File: src/rtl/tli_pkg.sv
package tli_pkg;

  // Field widths
  localparam int CORNER_W     = 16;
  localparam int FRAC_W       = 8;
  localparam int VALUE_W      = 40;
  localparam int GRAD_W       = 33;

  // Internal widths: axis weight 0..256, weight pair 0..65536,
  // corner times weight pair below 2^32, signed lane gradient term
  localparam int WEIGHT_W     = 9;
  localparam int PAIR_W       = 17;
  localparam int PART_W       = 33;
  localparam int GSUM_W       = 34;

  localparam int NUM_CORNERS  = 8;
  localparam int AXES_MAX     = 3;
  localparam int NUM_AXES_DEF = 3;

  localparam logic [WEIGHT_W-1:0] ONE_Q8 = WEIGHT_W'(256);

  typedef logic        [VALUE_W-1:0] value_t;
  typedef logic signed [GSUM_W-1:0]  gsum_t;
  typedef logic signed [GRAD_W-1:0]  grad_t;

  // Load enables of the lane stages
  typedef struct packed {
    logic s1;
    logic s2;
    logic s3;
  } lane_en_t;

  // Load enables of the adder tree levels
  typedef struct packed {
    logic s4;
    logic s5;
    logic s6;
  } merge_en_t;

  // Linear weight of one side of an axis: near = 256 - f, far = f
  function automatic logic [WEIGHT_W-1:0] side_weight(input logic [FRAC_W-1:0] f,
                                                      input logic far_side);
    return far_side ? {1'b0, f} : ONE_Q8 - {1'b0, f};
  endfunction

endpackage

File: src/rtl/tli_lane.sv
module tli_lane
  import tli_pkg::*;
#(
  parameter logic [2:0] CORNER = 3'd0
) (
  input  logic                clk,
  input  lane_en_t            en,
  input  logic [CORNER_W-1:0] corner,
  input  logic [FRAC_W-1:0]   frac_x,
  input  logic [FRAC_W-1:0]   frac_y,
  input  logic [FRAC_W-1:0]   frac_z,
  output value_t              val,
  output gsum_t               grad_x,
  output gsum_t               grad_y,
  output gsum_t               grad_z
);

  logic [WEIGHT_W-1:0] wx, wy, wz;
  logic [PAIR_W-1:0]   wxy_nxt, wxz_nxt, wyz_nxt;

  logic [CORNER_W-1:0] c1_r;
  logic [PAIR_W-1:0]   wxy_r, wxz_r, wyz_r;
  logic [WEIGHT_W-1:0] wz1_r;

  logic [PART_W-1:0]   px_nxt, py_nxt, pz_nxt;
  logic [PART_W-1:0]   px_r, py_r, pz_r;
  logic [WEIGHT_W-1:0] wz2_r;

  value_t              val_nxt;
  gsum_t               mx, my, mz;
  value_t              val_r;
  gsum_t               gx_r, gy_r, gz_r;

  // Weights of this corner and their pairwise products
  always_comb begin
    wx      = side_weight(frac_x, CORNER[0]);
    wy      = side_weight(frac_y, CORNER[1]);
    wz      = side_weight(frac_z, CORNER[2]);
    wxy_nxt = PAIR_W'(wx) * PAIR_W'(wy);
    wxz_nxt = PAIR_W'(wx) * PAIR_W'(wz);
    wyz_nxt = PAIR_W'(wy) * PAIR_W'(wz);
  end

  always_ff @(posedge clk) begin
    if (en.s1) begin
      c1_r  <= corner;
      wxy_r <= wxy_nxt;
      wxz_r <= wxz_nxt;
      wyz_r <= wyz_nxt;
      wz1_r <= wz;
    end
  end

  // Corner times the weight pair of the two other axes
  always_comb begin
    px_nxt = PART_W'(c1_r) * PART_W'(wyz_r);
    py_nxt = PART_W'(c1_r) * PART_W'(wxz_r);
    pz_nxt = PART_W'(c1_r) * PART_W'(wxy_r);
  end

  always_ff @(posedge clk) begin
    if (en.s2) begin
      px_r  <= px_nxt;
      py_r  <= py_nxt;
      pz_r  <= pz_nxt;
      wz2_r <= wz1_r;
    end
  end

  // Full weight for the value, difference sign for the gradients
  always_comb begin
    val_nxt = VALUE_W'(VALUE_W'(pz_r) * VALUE_W'(wz2_r));
    mx      = GSUM_W'(px_r);
    my      = GSUM_W'(py_r);
    mz      = GSUM_W'(pz_r);
  end

  always_ff @(posedge clk) begin
    if (en.s3) begin
      val_r <= val_nxt;
      gx_r  <= CORNER[0] ? mx : -mx;
      gy_r  <= CORNER[1] ? my : -my;
      gz_r  <= CORNER[2] ? mz : -mz;
    end
  end

  assign val    = val_r;
  assign grad_x = gx_r;
  assign grad_y = gy_r;
  assign grad_z = gz_r;

endmodule

File: config.mk
export PLATFORM = sky130hd
export DESIGN_NAME = tli_lane
export DESIGN_NICKNAME = d
export VERILOG_FILES = /design/src/rtl/tli_pkg.sv /design/src/rtl/tli_lane.sv
export SDC_FILE = /design/constraint.sdc
export NUM_CORES = 2
export LEC_CHECK = 0
export BUFFER_PORTS_ARGS = -buffer_cell sky130_fd_sc_hd__buf_2
export CORE_MARGIN = 5
export CORE_UTILIZATION = 40
export CTS_BUF_LIST = sky130_fd_sc_hd__clkbuf_8
export CTS_CLUSTER_SIZE = 14
export DETAILED_ROUTE_END_ITERATION = 7
export PLACE_DENSITY = 0.6
export SKIP_CTS_REPAIR_TIMING = 1
export SYNTH_ARGS = -nofsm -noshare
export SYNTH_HDL_FRONTEND = slang
export SYNTH_SLANG_ARGS = --single-unit
File: constraint.sdc
create_clock -name clk -period 6.65 [get_ports clk]
set_input_delay 0.9975 -clock clk [delete_from_list [all_inputs] [get_ports clk]]
set_output_delay 0.9975 -clock clk [all_outputs]
set_load 0.005 [all_outputs]
Word-level counts from Yosys, hierarchy flattened
Index checks and enable logic that the tools add are counted.

cells by class
  $mul = 7
  $add $sub $neg = 6

operators with widths
  kind                   number
  $neg A33 Y34           3
  $mul A16 B17 Y33       3
  $mul A9 B9 Y17         3
  $mul A33 B9 Y40        1
  $sub A9 B8 Y9 const A  3

storage, ports and cells
  input port bits = 44
  logic and storage cells = 26
  register bits after elaboration = 326

Depth between registers and ports, before layout
  depth after elaboration = 2
  mapped depth = 26
  gate-level depth less buffers = 24

Worst setup path after synthesis
OpenSTA, ideal clock, no wires.

  kind = input to register
  start point = in frac_x[0]
  end point = reg wxy_r[16] (data pin)
  data required time = 6.390 ns
  stages on the path = 21
  slack = 0.285 ns
  arrival time = 6.105 ns
  setup time = 0.260 ns
  cell sequence = inv_1 clkbuf_1 ha_1 nand2_1 or3_1 xor2_1 clkbuf_1 nand2_1 fa_1 fa_1 fa_1 fa_1 inv_1 ha_1 o21ai_0 a21boi_0 o21ai_0 a21boi_0 o2111ai_1 a31oi_1 xnor2_1

between the ends
  longest elaborated chain between the ends = 2

ends and longest elaborated chain
  what                  line            RTL
  start, declared       tli_lane.sv:9   input logic [FRAC_W-1:0] frac_x,
  $sub A9 B8 Y9         tli_pkg.sv:43   return far_side ? {1'b0, f} : ONE_Q8 - {1'b0, f};
  $mul A9 B9 Y17        tli_lane.sv:39  wxy_nxt = PAIR_W'(wx) * PAIR_W'(wy);
  net wxy_nxt[16]       tli_lane.sv:19  logic [PAIR_W-1:0] wxy_nxt, wxz_nxt, wyz_nxt;
  end signal, assigned  tli_lane.sv:47  wxy_r <= wxy_nxt;
  end, declared         tli_lane.sv:22  logic [PAIR_W-1:0] wxy_r, wxz_r, wyz_r;

The timed path passes the listed nets, and every way through them passes these cells.
A chain may end at the register's enable or synchronous reset.

Worst setup path after layout
  start point = reg c1_r[4]
  end point = reg px_r[30] (data pin)

between the ends
  longest elaborated chain between the ends = 1

ends and longest elaborated chain
  what                    line            RTL
  start, declared         tli_lane.sv:21  logic [CORNER_W-1:0] c1_r;
  start signal, assigned  tli_lane.sv:46  c1_r <= corner;
  $mul A16 B17 Y33        tli_lane.sv:56  px_nxt = PART_W'(c1_r) * PART_W'(wyz_r);
  net px_nxt[30]          tli_lane.sv:25  logic [PART_W-1:0] px_nxt, py_nxt, pz_nxt;
  end signal, assigned    tli_lane.sv:63  px_r <= px_nxt;
  end, declared           tli_lane.sv:26  logic [PART_W-1:0] px_r, py_r, pz_r;

The timed path passes the listed nets, and every way through them passes these cells.

==> results.json <==
{
  "synth-edff-count": 326,
  "async_flop_share_pct": 0,
  "setup_violations": 0,
  "arrival_ns": 7.01,
  "row_count": 135,
  "start_kind": "register",
  "synth.area.top_cells": "fa_1 36%, edfxtp_1 18%, ha_1 11%, inv_1 7.6%, and2_1 6.2%",
  "synth_area_leader_cell": "fa_1",
  "min_period_over_period_pct": 96.3,
  "dieArea_sq_um": 144000,
  "syn_avg_cell_area_sq_um": 9.65,
  "grt_pass1_vias": 41300,
  "critical_path_required_ns": 7.25,
  "routed_via_density": 5.00,
  "wl_per_cell_um": 16.9,
  "n_fill_cell": 13100,
  "insertion_delay_ns": 0.76,
  "fin_crit_ns": 6.41,
  "hold_path_class": "reg2reg",
  "utilization_pct": 44.5,
  "vias": 38600,
  "critPathMaxFanout": 15,
  "holdPathStages": 0,
  "whs_endpoint": "wz2_r[1]$_DFFE_PP_",
  "reg2regPathDepth": 22,
  "tritoncts": "built",
  "start_util_pct": 40.3,
  "dp.cells": 7558,
  "stdcell_count": 7721,
  "grt_pass1_wl_um": 215000,
  "hpwl_um": 106000,
  "grt_max_degree": 86,
  "place.gp.congestion": 0.879,
  "ys_seq_elements": 326,
  "min_from": "wz1_r[1]$_DFFE_PP_",
  "r2r_slack_ns": 0.24,
  "synth_top_area_share_pct": 36.2,
  "ioPinCount": 186,
  "wirelength_um": 130000,
  "clock_skew_ns": 0.0571,
  "drtIter0Drc": 1985,
  "worstSetupPathType": "reg2reg",
  "clk_pin_slew_worst_paths_ns": 0.06,
  "drive_gt1_share_pct": 8.88,
  "placed_cell_area_sq_um": 58400,
  "ant_nets": 0,
  "clkSinkCount": 326,
  "clock_path_buffers": 3,
  "synthCells": 5661,
  "cts_made_buffers": 68,
  "r2r-start": "c1_r[4]$_DFFE_PP_",
  "seq_area_frac_synth_pct": 17.9,
  "crit_path_end_kind": "register",
  "drc": 0,
  "die_y_um": 379,
  "grt_usage_pct": 18.7,
  "h-tree-depth": 3,
  "rr_endpoint": "px_r[30]$_DFFE_PP_",
  "relSlewSlack_pct": 34.4,
  "finalHoldViolCount": 0,
  "finalInstanceArea_sq_um": 60300,
  "overflow": 0,
  "synth_flop_cell": "edfxtp_1",
  "io_buffers": 185,
  "synthesis.area_sq_um": 54600,
  "maxCapViolCount": 0,
  "ys.warnings.count": 0,
  "status": "finished clean",
  "detail_route.first_pass.iterations": 5,
  "syn_nets": 7177,
  "die_w_um": 379,
  "setup_tns_ns": 0,
  "syn_to_final_growth_pct": 10.4,
  "root_buffer": "clkbuf_8",
  "final_nets": 7389,
  "fmax_ghz": 0.156,
  "tightest_slew_ns": 0.971,
  "fp.coreArea_sq_um": 136000,
  "drv_slew": 0,
  "ys_types": 72,
  "grt_antenna_before_repair": 13
}
==> cell usage after synthesis (all sizes together) (4+ instances only) <==
| cell | n |
|---|---|
| inv | 1104 |
| fa | 988 |
| nand2 | 849 |
| and2 | 539 |
| ha | 484 |
| edfxtp | 326 |
| clkbuf | 245 |
| xnor2 | 207 |
| nor2 | 185 |
| a21oi | 125 |
| o21ai | 75 |
| xor2 | 72 |
| a21o | 70 |
| nor3 | 53 |
| nand3 | 42 |
| or3 | 31 |
| a31oi | 26 |
| nor4 | 24 |
| nand4 | 19 |
| o21a | 18 |
| o21bai | 18 |
| nand2b | 15 |
| nor2b | 14 |
| a211oi | 12 |
| and3 | 11 |
| a21boi | 10 |
| or4 | 10 |
| o31ai | 7 |
| o311ai | 6 |
| or2 | 6 |
| a41oi | 5 |
| nand3b | 5 |
| o211ai | 5 |
| a2111oi | 4 |
| a211o | 4 |
| a221oi | 4 |
| and4 | 4 |
| o2111ai | 4 |
| o31a | 4 |
==> per-stage QoR <==
step | hold slack, ns | setup slack (ns)
after CTS | 0.347 | 0.0560
after floorplan | 0.400 | 0.285
after detailed placement | 0.406 | 0.129
after global placement | 0.402 | 0.183
after global routing | 0.382 | -0.0126
final | 0.416 | 0.244
==> registers in the layout, summed over array words and instances, names as in the netlist <==
signal	cells
py_r	33
c1_r	16
grad_y	34
wxy_r	17
wz1_r	9
wyz_r	17
px_r	33
pz_r	33
wz2_r	9
grad_x	34
grad_z	34
wxz_r	17
val	40
==> layout by cell type, fill, tap and decap left out, drive strengths merged, types with 6 or more instances in the layout <==
| cell type | instances |
|---|---|
| a21boi | 10 |
| xor2 | 72 |
| diode | 14 |
| a21oi | 125 |
| o31ai | 7 |
| o21ai | 75 |
| nand2 | 849 |
| xnor2 | 207 |
| and2 | 539 |
| or4 | 10 |
| and3 | 11 |
| clkinvlp | 6 |
| nor3 | 53 |
| or2 | 6 |
| nand2b | 15 |
| o21bai | 18 |
| fa | 988 |
| buf | 388 |
| clkinv | 28 |
| a21o | 70 |
| bufinv | 10 |
| o311ai | 6 |
| nor2b | 14 |
| nand3 | 42 |
| inv | 1118 |
| ha | 484 |
| nand4 | 19 |
| nor2 | 185 |
| edfxtp | 326 |
| nor4 | 24 |
| a31oi | 26 |
| clkbuf | 70 |
| or3 | 31 |
| o21a | 18 |
| a211oi | 12 |
==> layer usage <==
| layer | global-route usage (%) | part of all wire [%] | routed length (um) |
|---|---|---|---|
| met5 | 0 | 0.053 | 69 |
| met4 | 5.25 | 2.6 | 3460 |
| met3 | 3.47 | 5.7 | 7460 |
| met2 | 31.3 | 48 | 62600 |
| met1 | 24.9 | 44 | 56900 |
==> how the worst max path moves through the flow <==
stage	start	to	slack, ns
final	c1_r[4]$_DFFE_PP_	px_r[30]$_DFFE_PP_	0.24
after floorplan	frac_x[0]	wxy_r[16]$_DFFE_PP_	0.28
after detailed placement	c1_r[4]$_DFFE_PP_	py_r[32]$_DFFE_PP_	0.13
after global routing	c1_r[6]$_DFFE_PP_	py_r[31]$_DFFE_PP_	-0.01
after CTS	c1_r[10]$_DFFE_PP_	px_r[24]$_DFFE_PP_	0.06
after global placement	c1_r[10]$_DFFE_PP_	px_r[24]$_DFFE_PP_	0.18
==> critical path, cell delays in order (launching register included) <==
cell	delay [ns]
edfxtp_1	0.43
buf_12	0.18
buf_12	0.13
buf_4	0.14
and2_1	0.15
fa_1	0.53
inv_1	0.05
fa_1	0.48
inv_1	0.05
fa_1	0.48
fa_1	0.51
fa_1	0.52
inv_1	0.06
fa_1	0.53
inv_1	0.06
ha_1	0.39
nand2_1	0.10
nor2_1	0.20
nand4_1	0.11
o21ai_0	0.31
a21oi_1	0.20
or4b_1	0.53
nand4_1	0.09
==> layout make-up <==
type	count	area [sq um]	area share, %
antenna	14	35.0	0.0581
clock buffer	68	936	1.55
clock inverter	55	544	0.903
inverter	1107	4160	6.89
multi-input combinational	3980	39800	66.0
sequential	326	9790	16.2
tap	1781	2230	3.70
timing repair buffer	390	2820	4.67
==> cell families after synthesis <==
family | Yosys count | synth area share [%]
buffers and inverters | 1355 | 9.32
AO/OA/AOI/OAI | 414 | 4.89
XOR/XNOR | 279 | 4.48
flip-flops | 326 | 17.9
adder cells (fa/ha/maj) | 1472 | 47.3
multiplexers | 1 | 0.0183
AND/OR/NAND/NOR | 1814 | 16.0
Power is left out: the tool's default activity adds up to more than one toggle a clock period on the data nets, which glitch-free logic cannot reach.
