[config.mk]
export PLATFORM = sky130hd
export DESIGN_NAME = tli_merge
export DESIGN_NICKNAME = d
export VERILOG_FILES = /design/src/rtl/tli_pkg.sv /design/src/rtl/tli_merge.sv
export SDC_FILE = /design/constraint.sdc
export NUM_CORES = 2
export LEC_CHECK = 0
export BUFFER_PORTS_ARGS = -buffer_cell sky130_fd_sc_hd__buf_4
export CAP_MARGIN = 15
export CORE_AREA = 5 5 490 492
export CTS_CLUSTER_SIZE = 14
export DETAILED_ROUTE_END_ITERATION = 7
export DIE_AREA = 0 0 495 497
export PLACE_DENSITY = 0.47
export SLEW_MARGIN = 20
export SYNTH_ARGS = -nofsm -noshare
export SYNTH_HDL_FRONTEND = slang
export SYNTH_SLANG_ARGS = --single-unit
[constraint.sdc]
create_clock -name clk -period 3.9 [get_ports clk]
set_clock_uncertainty 0.1 [all_clocks]
set_input_delay 0.39 -clock clk [delete_from_list [all_inputs] [get_ports clk]]
set_output_delay 0.39 -clock clk [all_outputs]
set_load 0.05 [all_outputs]
[src/rtl/tli_pkg.sv]
package tli_pkg;

  // Field widths
  localparam int CORNER_W     = 16;
  localparam int FRAC_W       = 8;
  localparam int VALUE_W      = 40;
  localparam int GRAD_W       = 33;

  // Internal widths: axis weight 0..256, weight pair 0..65536,
  // corner times weight pair below 2^32, signed lane gradient term
  localparam int WEIGHT_W     = 9;
  localparam int PAIR_W       = 17;
  localparam int PART_W       = 33;
  localparam int GSUM_W       = 34;

  localparam int NUM_CORNERS  = 8;
  localparam int AXES_MAX     = 3;
  localparam int NUM_AXES_DEF = 3;

  localparam logic [WEIGHT_W-1:0] ONE_Q8 = WEIGHT_W'(256);

  typedef logic        [VALUE_W-1:0] value_t;
  typedef logic signed [GSUM_W-1:0]  gsum_t;
  typedef logic signed [GRAD_W-1:0]  grad_t;

  // Load enables of the lane stages
  typedef struct packed {
    logic s1;
    logic s2;
    logic s3;
  } lane_en_t;

  // Load enables of the adder tree levels
  typedef struct packed {
    logic s4;
    logic s5;
    logic s6;
  } merge_en_t;

  // Linear weight of one side of an axis: near = 256 - f, far = f
  function automatic logic [WEIGHT_W-1:0] side_weight(input logic [FRAC_W-1:0] f,
                                                      input logic far_side);
    return far_side ? {1'b0, f} : ONE_Q8 - {1'b0, f};
  endfunction

endpackage

[src/rtl/tli_merge.sv]
module tli_merge
  import tli_pkg::*;
#(
  parameter int NUM_AXES = NUM_AXES_DEF
) (
  input  logic      clk,
  input  merge_en_t en,
  input  value_t    val  [NUM_CORNERS],
  input  gsum_t     grad [NUM_CORNERS][AXES_MAX],
  output value_t    interp_value,
  output grad_t     grad_out [AXES_MAX]
);

  value_t v4_r [4];
  gsum_t  g4_r [4][AXES_MAX];
  value_t v5_r [2];
  gsum_t  g5_r [2][AXES_MAX];
  value_t v6_r;
  grad_t  g6_r [AXES_MAX];

  // First level: pairs of lanes
  always_ff @(posedge clk) begin
    if (en.s4) begin
      for (int j = 0; j < 4; j++) begin
        v4_r[j] <= val[2*j] + val[2*j+1];
        for (int a = 0; a < AXES_MAX; a++) begin
          g4_r[j][a] <= grad[2*j][a] + grad[2*j+1][a];
        end
      end
    end
  end

  // Second level
  always_ff @(posedge clk) begin
    if (en.s5) begin
      for (int j = 0; j < 2; j++) begin
        v5_r[j] <= v4_r[2*j] + v4_r[2*j+1];
        for (int a = 0; a < AXES_MAX; a++) begin
          g5_r[j][a] <= g4_r[2*j][a] + g4_r[2*j+1][a];
        end
      end
    end
  end

  // Final sum; drop the derivative of an inactive axis
  always_ff @(posedge clk) begin
    if (en.s6) begin
      v6_r <= v5_r[0] + v5_r[1];
      for (int a = 0; a < AXES_MAX; a++) begin
        if (a < NUM_AXES) begin
          g6_r[a] <= GRAD_W'(g5_r[0][a] + g5_r[1][a]);
        end else begin
          g6_r[a] <= '0;
        end
      end
    end
  end

  assign interp_value = v6_r;
  assign grad_out     = g6_r;

endmodule

After elaboration in Yosys (flattened, before gate mapping)

Memories as Yosys holds them, arrays and structs flattened.
Index checks and enable logic that the tools add are counted.

Register bits after elaboration: 139
Bits in latches: 0
RAM bits: 852
Bits in read-only memories: 0
Input port bits: 1140
Output and inout bits: 139
Logic and storage cells: 40
Memories: 4

Add/sub/neg operators: 28
Multiply operators: 0
Divide/modulo/power cells: 0
Order comparisons: 0
Equal/unequal tests: 0
Shift operators: 0
Multiplexer cells: 4
Bitwise operators: 0
Reductions and logical operators: 0

Memories:

| name | words | bits a word | rd ports | clocked after Yosys merged registers in | wr ports | RTL line        | RTL |
|---|---|---|---|---|---|---|---|
| g4_r | 4     | 102         | 4        | 0                                       | 4        | tli_merge.sv:15 | `gsum_t g4_r [4][AXES_MAX];` |
| g5_r | 2     | 102         | 2        | 0                                       | 2        | tli_merge.sv:17 | `gsum_t g5_r [2][AXES_MAX];` |
| v4_r | 4     | 40          | 4        | 0                                       | 4        | tli_merge.sv:14 | `value_t v4_r [4];` |
| v5_r | 2     | 40          | 2        | 0                                       | 2        | tli_merge.sv:16 | `value_t v5_r [2];` |

Operator list:

| operator         | number |
|---|---|
| adder 34 bit     | 18 |
| adder 40 bit     | 7 |
| adder 33 bit     | 3 |
| 2-to-1 mux 1 bit | 4 |

Logic depth before layout (Yosys ltp)

Depth after elaboration: 2
Mapped depth: 12
Depth with buffers taken out: 12

Least setup slack after synthesis

OpenSTA, ideal clock, no wires.

Path kind: in2reg
Start point: input val[80] in the netlist's numbering
End point: memory v4_r[2][38] in the netlist's numbering (data pin)
Library setup time: 0.262 ns
Data arrival time: 3.229 ns
Required time: 3.538 ns
Path slack: 0.309 ns
Cell stages on the path: 12
Path buffers: 0
Path through: ha_1 -> fa_1 -> a211oi_1 -> nor2_1 -> o311a_1 -> o21ba_1 -> a221o_1 -> a221o_1 -> a41o_1 -> a211oi_1 -> o21bai_1 -> xor2_1

RTL lines:

| what        | RTL line        | RTL |
|---|---|---|
| from (decl) | tli_merge.sv:8  | `input value_t val [NUM_CORNERS],` |
| to (decl)   | tli_merge.sv:14 |  |

==> impl_results.rst <==
.. list-table::
   :header-rows: 1

   * - Metric
     - Value
   * - Largest fanout on the critical path
     - 5
   * - Category of the worst setup path capture point
     - register
   * - Die boundary height
     - a little under 500 microns
   * - Number of antenna violations at the first check in global routing
     - 96
   * - Synth Net Count
     - around 9.5k
   * - Number of vias after detailed routing
     - about 65k
   * - Netlist area before placement
     - around 75000 sq um
   * - Finish-stage setup viols
     - 0
   * - Area growth, synth to finish
     - 30.1%
   * - Aggregate global-route resource usage
     - 0.217
   * - Async set or reset register ratio after synthesis
     - 0
   * - Count of endpoints failing hold in the final timing report
     - 0
   * - Max-slew violation count
     - 0
   * - Slew at the pin with the worst max-slew slack
     - slightly above 1 ns
   * - Number of global-route vias before repair
     - 65.6k
   * - Num CTS Buffers
     - 121
   * - Element type at the critical path start
     - input port
   * - Total power divided by cell area
     - between 500 and 600 nW/um^2
   * - Net count reported at finish
     - 11.3k
   * - Top Ports
     - about 1.3k
   * - Count of flip-flops with a built-in enable after synthesis
     - ~970
   * - Detail-routed net length per standard cell
     - about 22 microns
   * - Drt drc
     - 0
   * - Yosys top cell area share
     - 0.389
   * - Die Area
     - between 200000 and 250000 sq um
   * - Most common cell in the netlist
     - sky130_fd_sc_hd__edfxtp_1
   * - Worst setup slack after layout
     - about 0.053 ns
   * - DR iter-0 viols
     - approximately 3.8k
   * - Mean area per synthesized cell
     - just over 10 sq um
   * - Detailed-route vias per instance
     - 5.18
   * - H-Tree Level Count
     - 3
   * - Clock-pin slew of the registers on the worst-case setup and hold paths
     - roughly 0.060 ns
   * - Number of clock sinks
     - approximately 970
   * - Starting utilization of the core area
     - 0.320
   * - Worst Path Class, Setup
     - in -> reg
   * - Top post-synthesis cells by count
     - sky130_fd_sc_hd__edfxtp_1, sky130_fd_sc_hd__ha_1, sky130_fd_sc_hd__a21oi_1, sky130_fd_sc_hd__xnor2_1, sky130_fd_sc_hd__a21o_1
   * - Lkg Pwr
     - around 42 nW
   * - Final period utilization
     - 0.986
   * - Total congestion overflow
     - 0
   * - Yosys cell types
     - 86
   * - Clock tree root driver cell
     - sky130_fd_sc_hd__clkbuf_16
   * - Pre-CTS setup slack
     - -0.274 ns
   * - Stage delay of the slowest cell on the critical path
     - ~0.56 ns
   * - Library cell contributing the largest single delay on the critical path
     - sky130_fd_sc_hd__dlygate4sd3_1
   * - Reg-to-reg slack, setup
     - about 0.18 ns
   * - Portion of the post-synthesis area used by sequential elements
     - 0.389
   * - Required @ worst endpoint
     - about 4.3 ns
   * - Number of maximum-capacitance constraint violations
     - 0
   * - Setup TNS
     - 0 ns
   * - Port Buffers
     - 1254
   * - Post-DP HPWL
     - about 230 mm
   * - Total core area
     - roughly 230000 sq um
   * - Critical path cell sequence
     - dlygate4sd3_1 > buf_4 > ha_1 > inv_1 > o31a_1 > a22oi_1 > o31ai_2 > o21a_1 > o21ai_1 > a211oi_2 > buf_4 > o31ai_1 > a21oi_1 > xnor2_1 > dlygate4sd3_1
   * - Total Routed Length
     - between 200 and 300 mm
   * - Max-Slew Margin vs Limit
     - 0.316
   * - Number of flip-flops and latches in the synthesized netlist
     - 973
   * - Total non-filler cell area in the finished layout
     - between 90000 and 100000 sq um
   * - Tmin final
     - between 3 and 4 ns
   * - Fraction of final layout cells sized beyond drive strength 1
     - 0.177
   * - Total number of placement rows
     - around 180
   * - Max Freq
     - ~260 MHz
   * - Yosys warning count
     - 0
   * - Final Wtd Congestion
     - approximately 0.93
   * - Clock latency at the later pin of the worst-skew pair
     - 0.76 ns
   * - First-pass iteration count of the detailed router
     - 6
   * - Clock tree from TritonCTS
     - done
   * - Gate count of the mapped netlist
     - roughly 7.4k
   * - Maximum number of pins on one net before global-route repair
     - 77
   * - Cell type contributing the most total cell area after synthesis
     - sky130_fd_sc_hd__edfxtp_1
   * - Wire length of the first global-routing pass
     - between 400 and 500 mm
   * - Post-synth top flop
     - sky130_fd_sc_hd__edfxtp_1
   * - Arrival time of data at the critical path endpoint
     - 4.23 ns
   * - Class of the tightest hold or removal check
     - in -> reg
   * - Residual antenna-violating net count after detailed routing
     - 0
   * - Maximum clock path buffer count
     - 3
   * - Cell area reported after detailed placement
     - 89400 sq um
   * - Setup repair after global routing missed its margin
     - false
   * - Leading post-synthesis cells by cell area
     - sky130_fd_sc_hd__edfxtp_1, sky130_fd_sc_hd__ha_1, sky130_fd_sc_hd__xnor2_1
   * - Outcome
     - finished clean
   * - Die Span X
     - just under 500 microns
   * - Maximum resistive drop on vdd
     - around 0.5 mV
routing by layer:
layer,up-vias,share of wire,routed length (microns),track usage
met1,30892,0.43,121000,0.276
li1,31828,-,-,-
met4,30,0.041,11400,0.0886
met2,1798,0.47,131000,0.362
met5,-,0.00066,186,0
met3,370,0.060,17000,0.0410
report_power, final:
group	total, W	switching [W]	internal, W
Clock	0.0119	0.00478	0.00710
Sequential	0.0176	0.00155	0.0160
Combinational	0.0277	0.0164	0.0113
logic make-up after synthesis:
| family | Yosys count | synth area share |
|---|---|---|
| multiplexers | 1 | 0.000133 |
| XOR/XNOR | 869 | 0.101 |
| AO/OA/AOI/OAI | 2561 | 0.219 |
| buffers and inverters | 342 | 0.0171 |
| adder cells (fa/ha/maj) | 973 | 0.165 |
| AND/OR/NAND/NOR | 1676 | 0.109 |
| flip-flops | 973 | 0.389 |
timing repair:
| action | CTS | global route |
|---|---|---|
| setup buffers | 0 | 2 |
| resized for setup | 2 | 16 |
| hold endpoints to repair | 257 | 0 |
| pin swaps | 2 | 3 |
| hold buffers | 398 | 0 |
| setup endpoints to repair | 1 | 18 |
path summary, 6_finish.rpt:
kind | cells past startpoint | endpoint | from
hold reg to reg | 1 | interp_value[0]$_DFFE_PP_ | v5_r[0][40]$_DFFE_PP_
setup reg to reg | 12 | g5_r[1][66]$_DFFE_PP_ | g4_r[3][34]$_DFFE_PP_
hold / removal | 4 | v4_r[2][4]$_DFFE_PP_ | val[124]
setup / recovery | 15 | g4_r[0][66]$_DFFE_PP_ | grad[752]
state kept, by name (all words and copies together) (netlist names):
register / count
interp_value: 40
grad_out: 99
g4_r: 396
v5_r: 80
g5_r: 198
v4_r: 160
critical path: cells and delay by family:
kind | cells | cell delay [ns]
AO/OA/AOI/OAI | 8 | 1.92
buffers and inverters | 5 | 1.46
adder cells (fa/ha/maj) | 1 | 0.34
XOR/XNOR | 1 | 0.13
through the flow:
stage                util  power (W)  hold WS (ns)  std cells
finish              0.417     0.0571        0.0830      12521
floorplan               -     0.0357         0.402       7395
global route        0.416     0.0609        0.0421      12508
global placement    0.381     0.0449         0.420      11843
detailed placement  0.381     0.0447         0.426      11843
CTS                 0.416     0.0577      0.000228      12466
cells in the final DEF, fill, tap and decap left out, types with 19 or more instances in the layout:
cell                               n
sky130_fd_sc_hd__a211oi_1         90
sky130_fd_sc_hd__a21o_1          516
sky130_fd_sc_hd__a21oi_1         814
sky130_fd_sc_hd__a221oi_1         21
sky130_fd_sc_hd__a31oi_1          97
sky130_fd_sc_hd__a41oi_1          23
sky130_fd_sc_hd__and2_1           39
sky130_fd_sc_hd__and3_1           83
sky130_fd_sc_hd__and4_1           42
sky130_fd_sc_hd__buf_4          1391
sky130_fd_sc_hd__bufinv_16        21
sky130_fd_sc_hd__clkbuf_1         19
sky130_fd_sc_hd__clkbuf_16       121
sky130_fd_sc_hd__clkinv_1         22
sky130_fd_sc_hd__clkinv_2         20
sky130_fd_sc_hd__diode_2          53
sky130_fd_sc_hd__dlygate4sd3_1   398
sky130_fd_sc_hd__edfxtp_1        973
sky130_fd_sc_hd__fa_1             28
sky130_fd_sc_hd__ha_1            945
sky130_fd_sc_hd__inv_1           239
sky130_fd_sc_hd__nand2_1         381
sky130_fd_sc_hd__nand2b_1         96
sky130_fd_sc_hd__nand3_1         166
sky130_fd_sc_hd__nand4_1          73
sky130_fd_sc_hd__nor2_1          477
sky130_fd_sc_hd__nor2b_1         107
sky130_fd_sc_hd__nor3_1          105
sky130_fd_sc_hd__o211ai_1         36
sky130_fd_sc_hd__o21a_1          101
sky130_fd_sc_hd__o21ai_0         282
sky130_fd_sc_hd__o21ai_1         122
sky130_fd_sc_hd__o21bai_1        147
sky130_fd_sc_hd__o31ai_1          56
sky130_fd_sc_hd__or2_2            21
sky130_fd_sc_hd__or3_1            33
sky130_fd_sc_hd__xnor2_1         614
sky130_fd_sc_hd__xor2_1          255
area by class of cell:
cell class / count / area [sq um]
fill: 22779 / 137000
multi-input combinational: 6080 / 44800
sequential: 973 / 29200
timing repair buffer: 1801 / 14700
tap: 3150 / 3940
clock buffer: 140 / 3100
clock inverter: 85 / 1090
inverter: 239 / 897
antenna: 53 / 133
Power figures use the tool's default switching activity.
